`src/tlpq_pkg.sv`:
```
`timescale 1ns / 1ps
// ---------------------------------------------------------------------------
// tlpq_pkg
// Shared types and constants of the three-level priority queue.
// ---------------------------------------------------------------------------
package tlpq_pkg;

	// Parameter defaults
	localparam int MAX_IDS_DEF      = 64;
	localparam int FIFO_DEPTH_DEF   = 16;
	localparam int PAYLOAD_BITS_DEF = 32;

	// Fixed port widths
	localparam int NUM_LEVELS = 3;
	localparam int PORT_ID_W  = 7;
	localparam int PORT_PAY_W = 32;

	// Default width of one stored entry (ID + handle)
	localparam int ENTRY_W_DEF = $clog2(MAX_IDS_DEF + 1) + PAYLOAD_BITS_DEF;

	typedef enum logic [1:0] {
		REQ_ENQUEUE = 2'd0,
		REQ_POP     = 2'd1,
		REQ_RELEASE = 2'd2
	} req_t;

	typedef enum logic [1:0] {
		ST_OK    = 2'd0,
		ST_EMPTY = 2'd1,
		ST_NO_ID = 2'd2,
		ST_FULL  = 2'd3
	} status_t;

	localparam logic [1:0] LVL_NORMAL   = 2'd0;
	localparam logic [1:0] LVL_PRIORITY = 2'd1;
	localparam logic [1:0] LVL_MAXIMUM  = 2'd2;

endpackage

```
`src/three_level_priority_queue_with_id_pool.sv`:
```
`timescale 1ns / 1ps
// ---------------------------------------------------------------------------
// three_level_priority_queue_with_id_pool
// Strict-priority request queue (normal, priority, maximum) with an ID pool.
// ---------------------------------------------------------------------------
// One operation (enqueue, pop, release) is taken per clock when start is high;
// busy stays low, so a command can be issued in every cycle. Each command
// gives exactly one result on the status/tag/served ports, marked by done for
// a single cycle, after the command has passed the input register and then
// the result stage, where the per-level FIFO RAM is read. The receiver cannot
// stall; results must be captured when done is high. Enqueue takes the lowest
// free ID; pop serves the oldest entry of the highest non-empty level; release
// frees an ID. No clearing pass is needed after reset.
// ---------------------------------------------------------------------------
module three_level_priority_queue_with_id_pool #(
	parameter int MAX_IDS      = tlpq_pkg::MAX_IDS_DEF,
	parameter int FIFO_DEPTH   = tlpq_pkg::FIFO_DEPTH_DEF,
	parameter int PAYLOAD_BITS = tlpq_pkg::PAYLOAD_BITS_DEF
) (
	input  logic        clk,
	input  logic        arst_n,
	input  logic        start,
	output logic        busy,
	input  logic [1:0]  req_type,
	input  logic [1:0]  level,
	input  logic [31:0] payload,
	input  logic [6:0]  release_id,
	output logic        done,
	output logic [1:0]  status,
	output logic [6:0]  tag_id,
	output logic [31:0] served_payload,
	output logic [1:0]  served_level
);

	localparam int NL      = tlpq_pkg::NUM_LEVELS;
	localparam int TAG_W   = tlpq_pkg::PORT_ID_W;
	localparam int OPAY_W  = tlpq_pkg::PORT_PAY_W;
	localparam int ID_W    = $clog2(MAX_IDS + 1);
	localparam int PTR_W   = $clog2(FIFO_DEPTH);
	localparam int CNT_W   = $clog2(FIFO_DEPTH + 1);
	localparam int KEEP_W  = (PAYLOAD_BITS < OPAY_W) ? PAYLOAD_BITS : OPAY_W;
	localparam int ENTRY_W = ID_W + KEEP_W;

	function automatic logic [PTR_W-1:0] ptr_next(input logic [PTR_W-1:0] p);
		return (p == PTR_W'(FIFO_DEPTH - 1)) ? '0 : p + 1'b1;
	endfunction

	// Input register
	logic              valid_s1;
	logic [1:0]        req_s1;
	logic [1:0]        lvl_s1;
	logic [KEEP_W-1:0] pay_s1;
	logic [TAG_W-1:0]  rid_s1;

	// Queue state
	logic [MAX_IDS-1:0] in_use_q;
	logic [PTR_W-1:0]   head_q [NL];
	logic [PTR_W-1:0]   tail_q [NL];
	logic [CNT_W-1:0]   cnt_q  [NL];

	// Result stage
	logic             valid_s2;
	logic [1:0]       status_s2;
	logic [ID_W-1:0]  tag_s2;
	logic             pop_s2;
	logic [1:0]       slvl_s2;

	// Decode signals
	logic               is_enq, is_pop, is_rel;
	logic [1:0]         lvl_eff;
	logic [MAX_IDS-1:0] free_vec, lowest_oh, clr_mask;
	logic               any_free;
	logic [ID_W-1:0]    free_id;
	logic [NL-1:0]      full, nonempty, enq_here, pop_here;
	logic               enq_ok, pop_ok, rel_ok;
	logic [1:0]         pop_lvl;
	logic [1:0]         status_d;
	logic [ENTRY_W-1:0] rd_data [NL];
	logic [ENTRY_W-1:0] rd_sel;

	assign busy = 1'b0;

	// Capture a command on transfer
	always_ff @(posedge clk or negedge arst_n) begin
		if (!arst_n) begin
			valid_s1 <= 1'b0;
		end else begin
			valid_s1 <= start && !busy;
		end
	end

	always_ff @(posedge clk) begin
		if (start && !busy) begin
			req_s1 <= req_type;
			lvl_s1 <= level;
			pay_s1 <= payload[KEEP_W-1:0];
			rid_s1 <= release_id;
		end
	end

	// Command decode
	assign is_enq  = valid_s1 && (req_s1 == tlpq_pkg::REQ_ENQUEUE);
	assign is_pop  = valid_s1 && (req_s1 == tlpq_pkg::REQ_POP);
	assign is_rel  = valid_s1 && (req_s1 == tlpq_pkg::REQ_RELEASE);
	assign lvl_eff = (lvl_s1 > tlpq_pkg::LVL_MAXIMUM) ? tlpq_pkg::LVL_MAXIMUM : lvl_s1;

	// Lowest free ID: isolate the lowest set bit of the free vector, then encode
	assign free_vec  = ~in_use_q;
	assign lowest_oh = free_vec & (~free_vec + 1'b1);
	assign any_free  = |free_vec;

	always_comb begin
		free_id = '0;
		for (int k = 0; k < MAX_IDS; k++) begin
			if (lowest_oh[k]) begin
				free_id = free_id | ID_W'(k + 1);
			end
		end
	end

	// Release decode: IDs outside 1..MAX_IDS are ignored
	assign rel_ok   = is_rel && (rid_s1 != '0) && (rid_s1 <= TAG_W'(MAX_IDS));
	assign clr_mask = MAX_IDS'(1) << (rid_s1 - 1'b1);

	// Per-level occupancy flags
	always_comb begin
		for (int l = 0; l < NL; l++) begin
			full[l]     = (cnt_q[l] == CNT_W'(FIFO_DEPTH));
			nonempty[l] = (cnt_q[l] != '0);
		end
	end

	assign enq_ok = is_enq && any_free && !full[lvl_eff];

	// Highest non-empty level wins the pop
	always_comb begin
		priority if (nonempty[tlpq_pkg::LVL_MAXIMUM]) begin
			pop_lvl = tlpq_pkg::LVL_MAXIMUM;
		end else if (nonempty[tlpq_pkg::LVL_PRIORITY]) begin
			pop_lvl = tlpq_pkg::LVL_PRIORITY;
		end else begin
			pop_lvl = tlpq_pkg::LVL_NORMAL;
		end
	end

	assign pop_ok = is_pop && (|nonempty);

	always_comb begin
		for (int l = 0; l < NL; l++) begin
			enq_here[l] = enq_ok && (lvl_eff == 2'(l));
			pop_here[l] = pop_ok && (pop_lvl == 2'(l));
		end
	end

	// Status code; pool exhaustion is checked before level full
	always_comb begin
		unique case (req_s1)
			tlpq_pkg::REQ_ENQUEUE: begin
				if (!any_free) begin
					status_d = tlpq_pkg::ST_NO_ID;
				end else if (full[lvl_eff]) begin
					status_d = tlpq_pkg::ST_FULL;
				end else begin
					status_d = tlpq_pkg::ST_OK;
				end
			end
			tlpq_pkg::REQ_POP: begin
				status_d = (|nonempty) ? tlpq_pkg::ST_OK : tlpq_pkg::ST_EMPTY;
			end
			default: begin
				status_d = tlpq_pkg::ST_OK;
			end
		endcase
	end

	// ID pool and FIFO pointer update
	always_ff @(posedge clk or negedge arst_n) begin
		if (!arst_n) begin
			in_use_q <= '0;
			for (int l = 0; l < NL; l++) begin
				head_q[l] <= '0;
				tail_q[l] <= '0;
				cnt_q[l]  <= '0;
			end
		end else begin
			if (enq_ok) begin
				in_use_q <= in_use_q | lowest_oh;
			end else if (rel_ok) begin
				in_use_q <= in_use_q & ~clr_mask;
			end
			for (int l = 0; l < NL; l++) begin
				if (enq_here[l]) begin
					tail_q[l] <= ptr_next(tail_q[l]);
					cnt_q[l]  <= cnt_q[l] + 1'b1;
				end else if (pop_here[l]) begin
					head_q[l] <= ptr_next(head_q[l]);
					cnt_q[l]  <= cnt_q[l] - 1'b1;
				end
			end
		end
	end

	// Entry storage, one RAM per level
	for (genvar g = 0; g < NL; g++) begin : g_lvl
		tlpq_fifo_ram #(
			.DEPTH (FIFO_DEPTH),
			.WIDTH (ENTRY_W)
		) u_ram (
			.clk   (clk),
			.we    (enq_here[g]),
			.waddr (tail_q[g]),
			.wdata ({free_id, pay_s1}),
			.re    (pop_here[g]),
			.raddr (head_q[g]),
			.rdata (rd_data[g])
		);
	end

	// Result stage
	always_ff @(posedge clk or negedge arst_n) begin
		if (!arst_n) begin
			valid_s2 <= 1'b0;
		end else begin
			valid_s2 <= valid_s1;
		end
	end

	always_ff @(posedge clk) begin
		status_s2 <= status_d;
		tag_s2    <= enq_ok ? free_id : '0;
		pop_s2    <= pop_ok;
		slvl_s2   <= pop_lvl;
	end

	// Popped entries come straight from the RAM read register
	assign rd_sel         = rd_data[slvl_s2];
	assign done           = valid_s2;
	assign status         = status_s2;
	assign tag_id         = pop_s2 ? TAG_W'(rd_sel[ENTRY_W-1:KEEP_W]) : TAG_W'(tag_s2);
	assign served_payload = pop_s2 ? OPAY_W'(rd_sel[KEEP_W-1:0]) : '0;
	assign served_level   = pop_s2 ? slvl_s2 : tlpq_pkg::LVL_NORMAL;

endmodule

```
`src/tlpq_fifo_ram.sv`:
```
`timescale 1ns / 1ps
// ---------------------------------------------------------------------------
// tlpq_fifo_ram
// Storage of one priority level: one write port, one registered read port.
// ---------------------------------------------------------------------------
module tlpq_fifo_ram #(
	parameter int DEPTH = tlpq_pkg::FIFO_DEPTH_DEF,
	parameter int WIDTH = tlpq_pkg::ENTRY_W_DEF
) (
	input  logic                     clk,
	input  logic                     we,
	input  logic [$clog2(DEPTH)-1:0] waddr,
	input  logic [WIDTH-1:0]         wdata,
	input  logic                     re,
	input  logic [$clog2(DEPTH)-1:0] raddr,
	output logic [WIDTH-1:0]         rdata
);

	logic [WIDTH-1:0] mem [DEPTH];

	// Write at the tail, registered read at the head
	always_ff @(posedge clk) begin
		if (we) begin
			mem[waddr] <= wdata;
		end
		if (re) begin
			rdata <= mem[raddr];
		end
	end

endmodule

```
`config.mk`:
```
export PLATFORM = sky130hd
export DESIGN_NAME = three_level_priority_queue_with_id_pool
export DESIGN_NICKNAME = d
export VERILOG_FILES = /design/src/tlpq_pkg.sv /design/src/three_level_priority_queue_with_id_pool.sv /design/src/tlpq_fifo_ram.sv
export SDC_FILE = /design/constraint.sdc
export NUM_CORES = 2
export LEC_CHECK = 0
export BUFFER_PORTS_ARGS = -buffer_cell sky130_fd_sc_hd__clkbuf_2
export CAP_MARGIN = 30
export CELL_PAD_IN_SITES_DETAIL_PLACEMENT = 1
export CELL_PAD_IN_SITES_GLOBAL_PLACEMENT = 1
export CORE_UTILIZATION = 35
export DETAILED_ROUTE_END_ITERATION = 10
export MAX_ROUTING_LAYER = met4
export PLACE_DENSITY_LB_ADDON = 0.1
export SLEW_MARGIN = 0
export SYNTH_ARGS = -nofsm -noshare
export SYNTH_HDL_FRONTEND = slang
export SYNTH_SLANG_ARGS = --single-unit
```
`constraint.sdc`:
```
create_clock -name clk -period 10.6 [get_ports clk]
set_input_delay 1.59 -clock clk [delete_from_list [all_inputs] [get_ports clk]]
set_output_delay 1.59 -clock clk [all_outputs]
set_load 0.01 [all_outputs]
```
### Yosys cells after proc, flatten, opt, wreduce, memory -nomap -nowiden

Memory sizes are Yosys's and may differ from the RTL's. A register that Yosys moved wholly into a read port is not among the register bits.
Cells that the tools add are included.

* add/sub/neg operators: 14
* order comparisons: 4
* equality and inequality tests: 15
* shifts and indexed selects: 1
* mux-type cells: 113
* bitwise logic cells: 10
* reductions and logical operators: 31

Operators with widths (count)
* 2-to-1 mux 6 bit: 32
* 2-to-1 mux 64 bit: 3
* NOT 64 bit: 3
* bitwise AND 64 bit: 2
* 2-to-1 mux 5 bit: 25
* 2-to-1 mux 4 bit: 20
* binary-select mux 39 bit (select 2 bit): 1
* 2-to-1 mux 39 bit: 2
* adder 64 x 1 -> 64 bit (second input constant): 1
* bitwise OR 64 bit: 1
* OR reduction 64 bit: 1
* << shifter 1 x 7 -> 64 bit (first input constant): 1
* 2-to-1 mux 32 bit: 1
* adder 4 x 1 -> 4 bit (second input constant): 6
* == test 4 bit (second input constant): 6
* 2-to-1 mux 2 bit: 11
* adder 5 x 1 -> 5 bit (second input constant): 3
* == test 5 bit (second input constant): 3
* nonzero test 5 bit: 3
* subtractor 5 x 1 -> 5 bit (second input constant): 3
* logical AND 1 bit: 14
* 2-to-1 mux 7 bit: 2
* 2-to-1 mux 3 bit: 4
* 2-to-1 mux 1 bit: 10
* 17 further kinds: 30

* flip-flop bits (word level): 160
* memory bits (writable): 1872
* bits of input ports: 46
* output and inout bits: 45
* word-level logic and storage cells: 211
* memories kept: 3

Memory list
* g_lvl[0].u_ram.mem: words 16, bits a word 39, rd ports 1, clocked after Yosys merged registers in 1, wr ports 1, line tlpq_fifo_ram.sv:19 `logic [WIDTH-1:0] mem [DEPTH];`
* g_lvl[1].u_ram.mem: words 16, bits a word 39, rd ports 1, clocked after Yosys merged registers in 1, wr ports 1, line tlpq_fifo_ram.sv:19
* g_lvl[2].u_ram.mem: words 16, bits a word 39, rd ports 1, clocked after Yosys merged registers in 1, wr ports 1, line tlpq_fifo_ram.sv:19

### Logic depth before layout (Yosys ltp)

* depth in word-level cells: 68
* depth in mapped cells: 14
* depth with buffers taken out: 11

### Hierarchy

A second synthesis with hierarchy kept.

* cells, all modules: 4048
* area total of the unflattened synthesis: 82963.3 um^2

Modules (own cells, without submodules)
* tlpq_fifo_ram: instances 3, cells each 1014, area an instance 24576.1 um^2, sequential area each 19909.1 um^2
* three_level_priority_queue_with_id_pool: instances 1, cells each 1006, area an instance 9235.1 um^2, sequential area each 4159.0 um^2

### Worst setup path before layout

OpenSTA, ideal clock, no wires.

* path type: flip-flop to flip-flop
* from: reg in_use_q[25]
* to: mem g_lvl[1].u_ram.mem[0][0] in the netlist's numbering (enable)
* library setup time: 0.484 ns
* data arrival time: 4.507 ns
* data required time: 10.116 ns
* slack: 5.609 ns
* stages on the path, launching flop included: 10
* buffers on the path: 2
* period minus slack after synthesis: 4.991 ns
* cells stage by stage: dfrtp_1 > buf_2 > nand4_1 > nor3_1 > nand4_2 > o2111ai_2 > nor3b_1 > buf_2 > nand2_1 > nor3_1

* longest elaborated chain between the ends: 7

RTL lines
* start: declaration: line three_level_priority_queue_with_id_pool.sv:56 `logic [MAX_IDS-1:0] in_use_q;`
* start signal: assignment: line three_level_priority_queue_with_id_pool.sv:187 `in_use_q <= in_use_q | lowest_oh;`
* start signal: assignment: line three_level_priority_queue_with_id_pool.sv:189 `in_use_q <= in_use_q & ~clr_mask;`
* NOT 64 bit: line three_level_priority_queue_with_id_pool.sv:108 `assign free_vec = ~in_use_q;`
* OR reduction 64 bit: line three_level_priority_queue_with_id_pool.sv:110 `assign any_free = |free_vec;`
* logical AND 1 bit (2 in a row): line three_level_priority_queue_with_id_pool.sv:133 `assign enq_ok = is_enq && any_free && !full[lvl_eff];`
* logical AND 1 bit: line three_level_priority_queue_with_id_pool.sv:150 `enq_here[l] = enq_ok && (lvl_eff == 2'(l));`
* 2-to-1 mux 1 bit: line tlpq_fifo_ram.sv:23 `if (we) begin`
* 2-to-1 mux 1 bit (implied by the code): line tlpq_fifo_ram.sv:24 `mem[waddr] <= wdata;`
* end: declaration: line tlpq_fifo_ram.sv:19

Every way passes these cells.

### Worst setup path in the final report

* from: reg slvl_s2[1]
* to: out served_payload[15]

* longest elaborated chain between the ends: 5

RTL lines
* start: declaration: line three_level_priority_queue_with_id_pool.sv:66 `logic [1:0] slvl_s2;`
* start signal: assignment: line three_level_priority_queue_with_id_pool.sv:232 `slvl_s2 <= pop_lvl;`
* NOT 2 -> 3 bit (implied by the code): line three_level_priority_queue_with_id_pool.sv:236 `assign rd_sel = rd_data[slvl_s2];`
* binary-select mux 39 bit (select 2 bit): line three_level_priority_queue_with_id_pool.sv:236
* 2-to-1 mux 39 bit (implied by the code) (2 in a row): line three_level_priority_queue_with_id_pool.sv:236
* 2-to-1 mux 32 bit: line three_level_priority_queue_with_id_pool.sv:240 `assign served_payload = pop_s2 ? OPAY_W'(rd_sel[KEEP_W-1:0]) : '0;`
* end: declaration: line three_level_priority_queue_with_id_pool.sv:31 `output logic [31:0] served_payload,`

Every way passes these cells. The select of a mux whose other input is x is not followed.

==> flow_summary.yaml <==
min_path:
  hp-start: "cnt_q[14]"
  hold_path_class: "reg2reg"
floorplan:
  dieWidth_um: 494
  die_area_um2: 244000
  die_h_um: 494
  core_um2: 241000
  start_util: 0.352
  io_pins: 91
  fp-row-count: 180
final_layout:
  area_growth_syn_to_layout_pct: 14.4
  utilization: 0.403
  multi_input_area_um2: 20000
  fillCellCount: 23000
  final_common_cell: "edfxtp_1"
  ff_latch_area_um2: 63900
  drive_above_1_share: 0.227
  layout_common_cells: "2032 x edfxtp_1, 351 x mux4_2, 282 x mux2i_1"
  fin_nets: 4748
critical_path:
  worst-path-max-fanout: 28
  cp.arrival_ns: 3.42
  startpoint: "slvl_s2[1]"
  endpoint_kind: "output port"
  r2r_start: "in_use_q[7]"
  crit_chain: "buf_4 -> nor2b_4 -> nand2_1 -> o21ai_0 -> and2_1 -> clkbuf_2"
  crit_buf_inv: 2
  cp_slowest_cell: "buf_4"
  path_class: "reg2out"
  critPathLaunchType: "register"
  cpLargestDelayFamily: "buffers and inverters"
  cpPeakStageDelay_ns: 0.68
  crit_required_ns: 9.01
clocking:
  cts_tree: "yes"
  cts.sinks: 2149
  root_buffer: "clkbuf_16"
  cts_resized: 0
  cts_setup_buffers: 0
  clk_pin_slew_ns: 0.06
  cts_htree_levels: 4
  cts_buffer_depth: 3
  cts_hold_buf: 0
  insertion_delay_ns: 0.85
  cts_buffers: 232
global_routing:
  grt_pass1_wl_mm: 362
  grt.overflow.total: 0
  track_usage: 0.217
  grt_pass1_vias: 46300
  grt_max_degree: 122
  antenna_found_initial: 26
timing:
  fin_worst_skew_ns: 0.0379
  period_share: 0.472
  setup_tns_ns: 0
  timing_hold_violations_final: 0
  fmax_mhz: 200
  rsz0062_at_grt: "false"
  slew_viol_final: 0
  fin_crit_ns: 5.01
  worstMarginPinSlew_ns: 1.03
  setup_violations: 0
  relSlewSlack: 0.308
synthesis:
  ys.flop_type: "edfxtp_1"
  ys_seq_area_frac: 0.755
  ys_async_sr_fraction: 0.0489
  ys_ff_latch: 2149
  syn_area_um2: 84600
  ys_warn_count: 0
  synthCells: 4450
  syn_nets: 4523
  yosysUniqueCellTypes: 92
  syn_avg_cell_area_um2: 19.0
  synth_edf_count: 2032
power:
  p_leak_uw: 0.0307
  ir_drop_mv: 0.173
  power.density_nw_per_um2: 224
route:
  wirelength_mm: 256
  drc: 0
  vias_per_cell: 5.47
  ant_nets: 0
  vias: 44000
  dr.pass1.iters: 5
  post_drt_wl_per_cell_um: 31.8
  drt-initial-drc-count: 4048
place:
  io_buffers: 89
  post-dp-hpwl_mm: 146
  place_congestion: 0.855
run:
  drv_cap: 0
outcome:
  outcome: "finished clean"
==> final cells by class <==
class	count	share of cell area
inverters	28	0.00109
clock buffers	293	0.0634
flip-flops and latches	2149	0.660
diodes	2	0.0000517
multi-input cells	2034	0.206
repair buffers	230	0.0167
clock inverters	137	0.0117
well taps	3185	0.0411
==> worst reg2reg max path: cells and delay by family (launching register included) <==
family	cells	cell delay, ns
and+or+nand+nor	6	2.68
DFF	1	0.48
buffers and inverters	1	0.43
AOI/OAI and AO/OA	1	0.33
==> power by group <==
group / leakage (uW) / internal, uW / total [uW] / switching, uW
clock network: 0.00356 / 4420 / 7810 / 3390
registers: 0.0199 / 9750 / 10000 / 288
logic: 0.00723 / 1690 / 3850 / 2160
total: 0.0307 / 15900 / 21700 / 5840
==> stage by stage <==
stage,setup WS [ns],power [uW],cells,hold slack (ns),cell area [um2]
3_5_place_dp,6.35,14100,7623,0.479,89500
5_1_grt,5.48,22500,8057,0.532,96900
2_1_floorplan,5.61,12700,4450,0.429,84600
4_1_cts,5.41,22000,8053,0.491,96800
6_report,5.59,21700,8058,0.487,96900
3_3_place_gp,6.35,14100,7618,0.503,89500
==> synthesized netlist by cell type (43+ instances only) <==
cell      instances  area, um2
nand4_1          53        332
a22oi_1          82        616
clkbuf_1        132        495
nor3_1           43        215
a21oi_1         163        816
nor2_1          117        439
mux4_2          351       7910
a221oi_1         79        692
o21ai_0         202       1010
mux2i_1         282       2820
nand2_1         196        736
dfrtp_1         105       2630
and2_1           61        382
buf_2            46        230
mux2_2           83        935
buf_1            50        188
edfxtp_1       2032      61000
==> state kept, by name, indices dropped and copies added, names as in the netlist, 7 cells and up <==
name,count
cnt_q,15
rid_s1,7
g_lvl.u_ram.mem,1872
in_use_q,64
pay_s1,32
tail_q,12
head_q,12
g_lvl.u_ram.rdata,117
tag_s2,7
==> path summary, 6_finish.rpt <==
check,slack (ns),depth (start not counted),endpoint
hold / removal,0.49,1,cnt_q[14]
setup / recovery,5.59,6,served_payload[15]
setup reg to reg,6.36,8,g_lvl[2].u_ram.mem[1][34]
max in group asynchronous,8.46,2,head_q[4]
hold reg to reg,0.49,1,cnt_q[14]
min in group asynchronous,0.71,1,in_use_q[39]
==> layer usage <==
layer	routed length (um)	GRT usage	vias up
met5	0	-	-
met4	4560	0.0426	0
met3	12500	0.0286	292
met2	121000	0.340	1171
met1	118000	0.303	23900
li1	-	-	18700
==> logic make-up (layout without fill, tap and decap cells) <==
| kind of cell | Yosys count | in the layout | share of synthesized area |
|---|---|---|---|
| and+or+nand+nor | 633 | 633 | 0.0404 |
| adders and majority gates | 27 | 27 | 0.00426 |
| other | 1 | 3 | 0.0000443 |
| DFF | 2149 | 2149 | 0.755 |
| AOI/OAI and AO/OA | 632 | 632 | 0.0469 |
| muxes | 720 | 720 | 0.138 |
| buffers and inverters | 267 | 688 | 0.0130 |
| xor gates and xnor gates | 21 | 21 | 0.00217 |
Power figures use the tool's default switching activity.
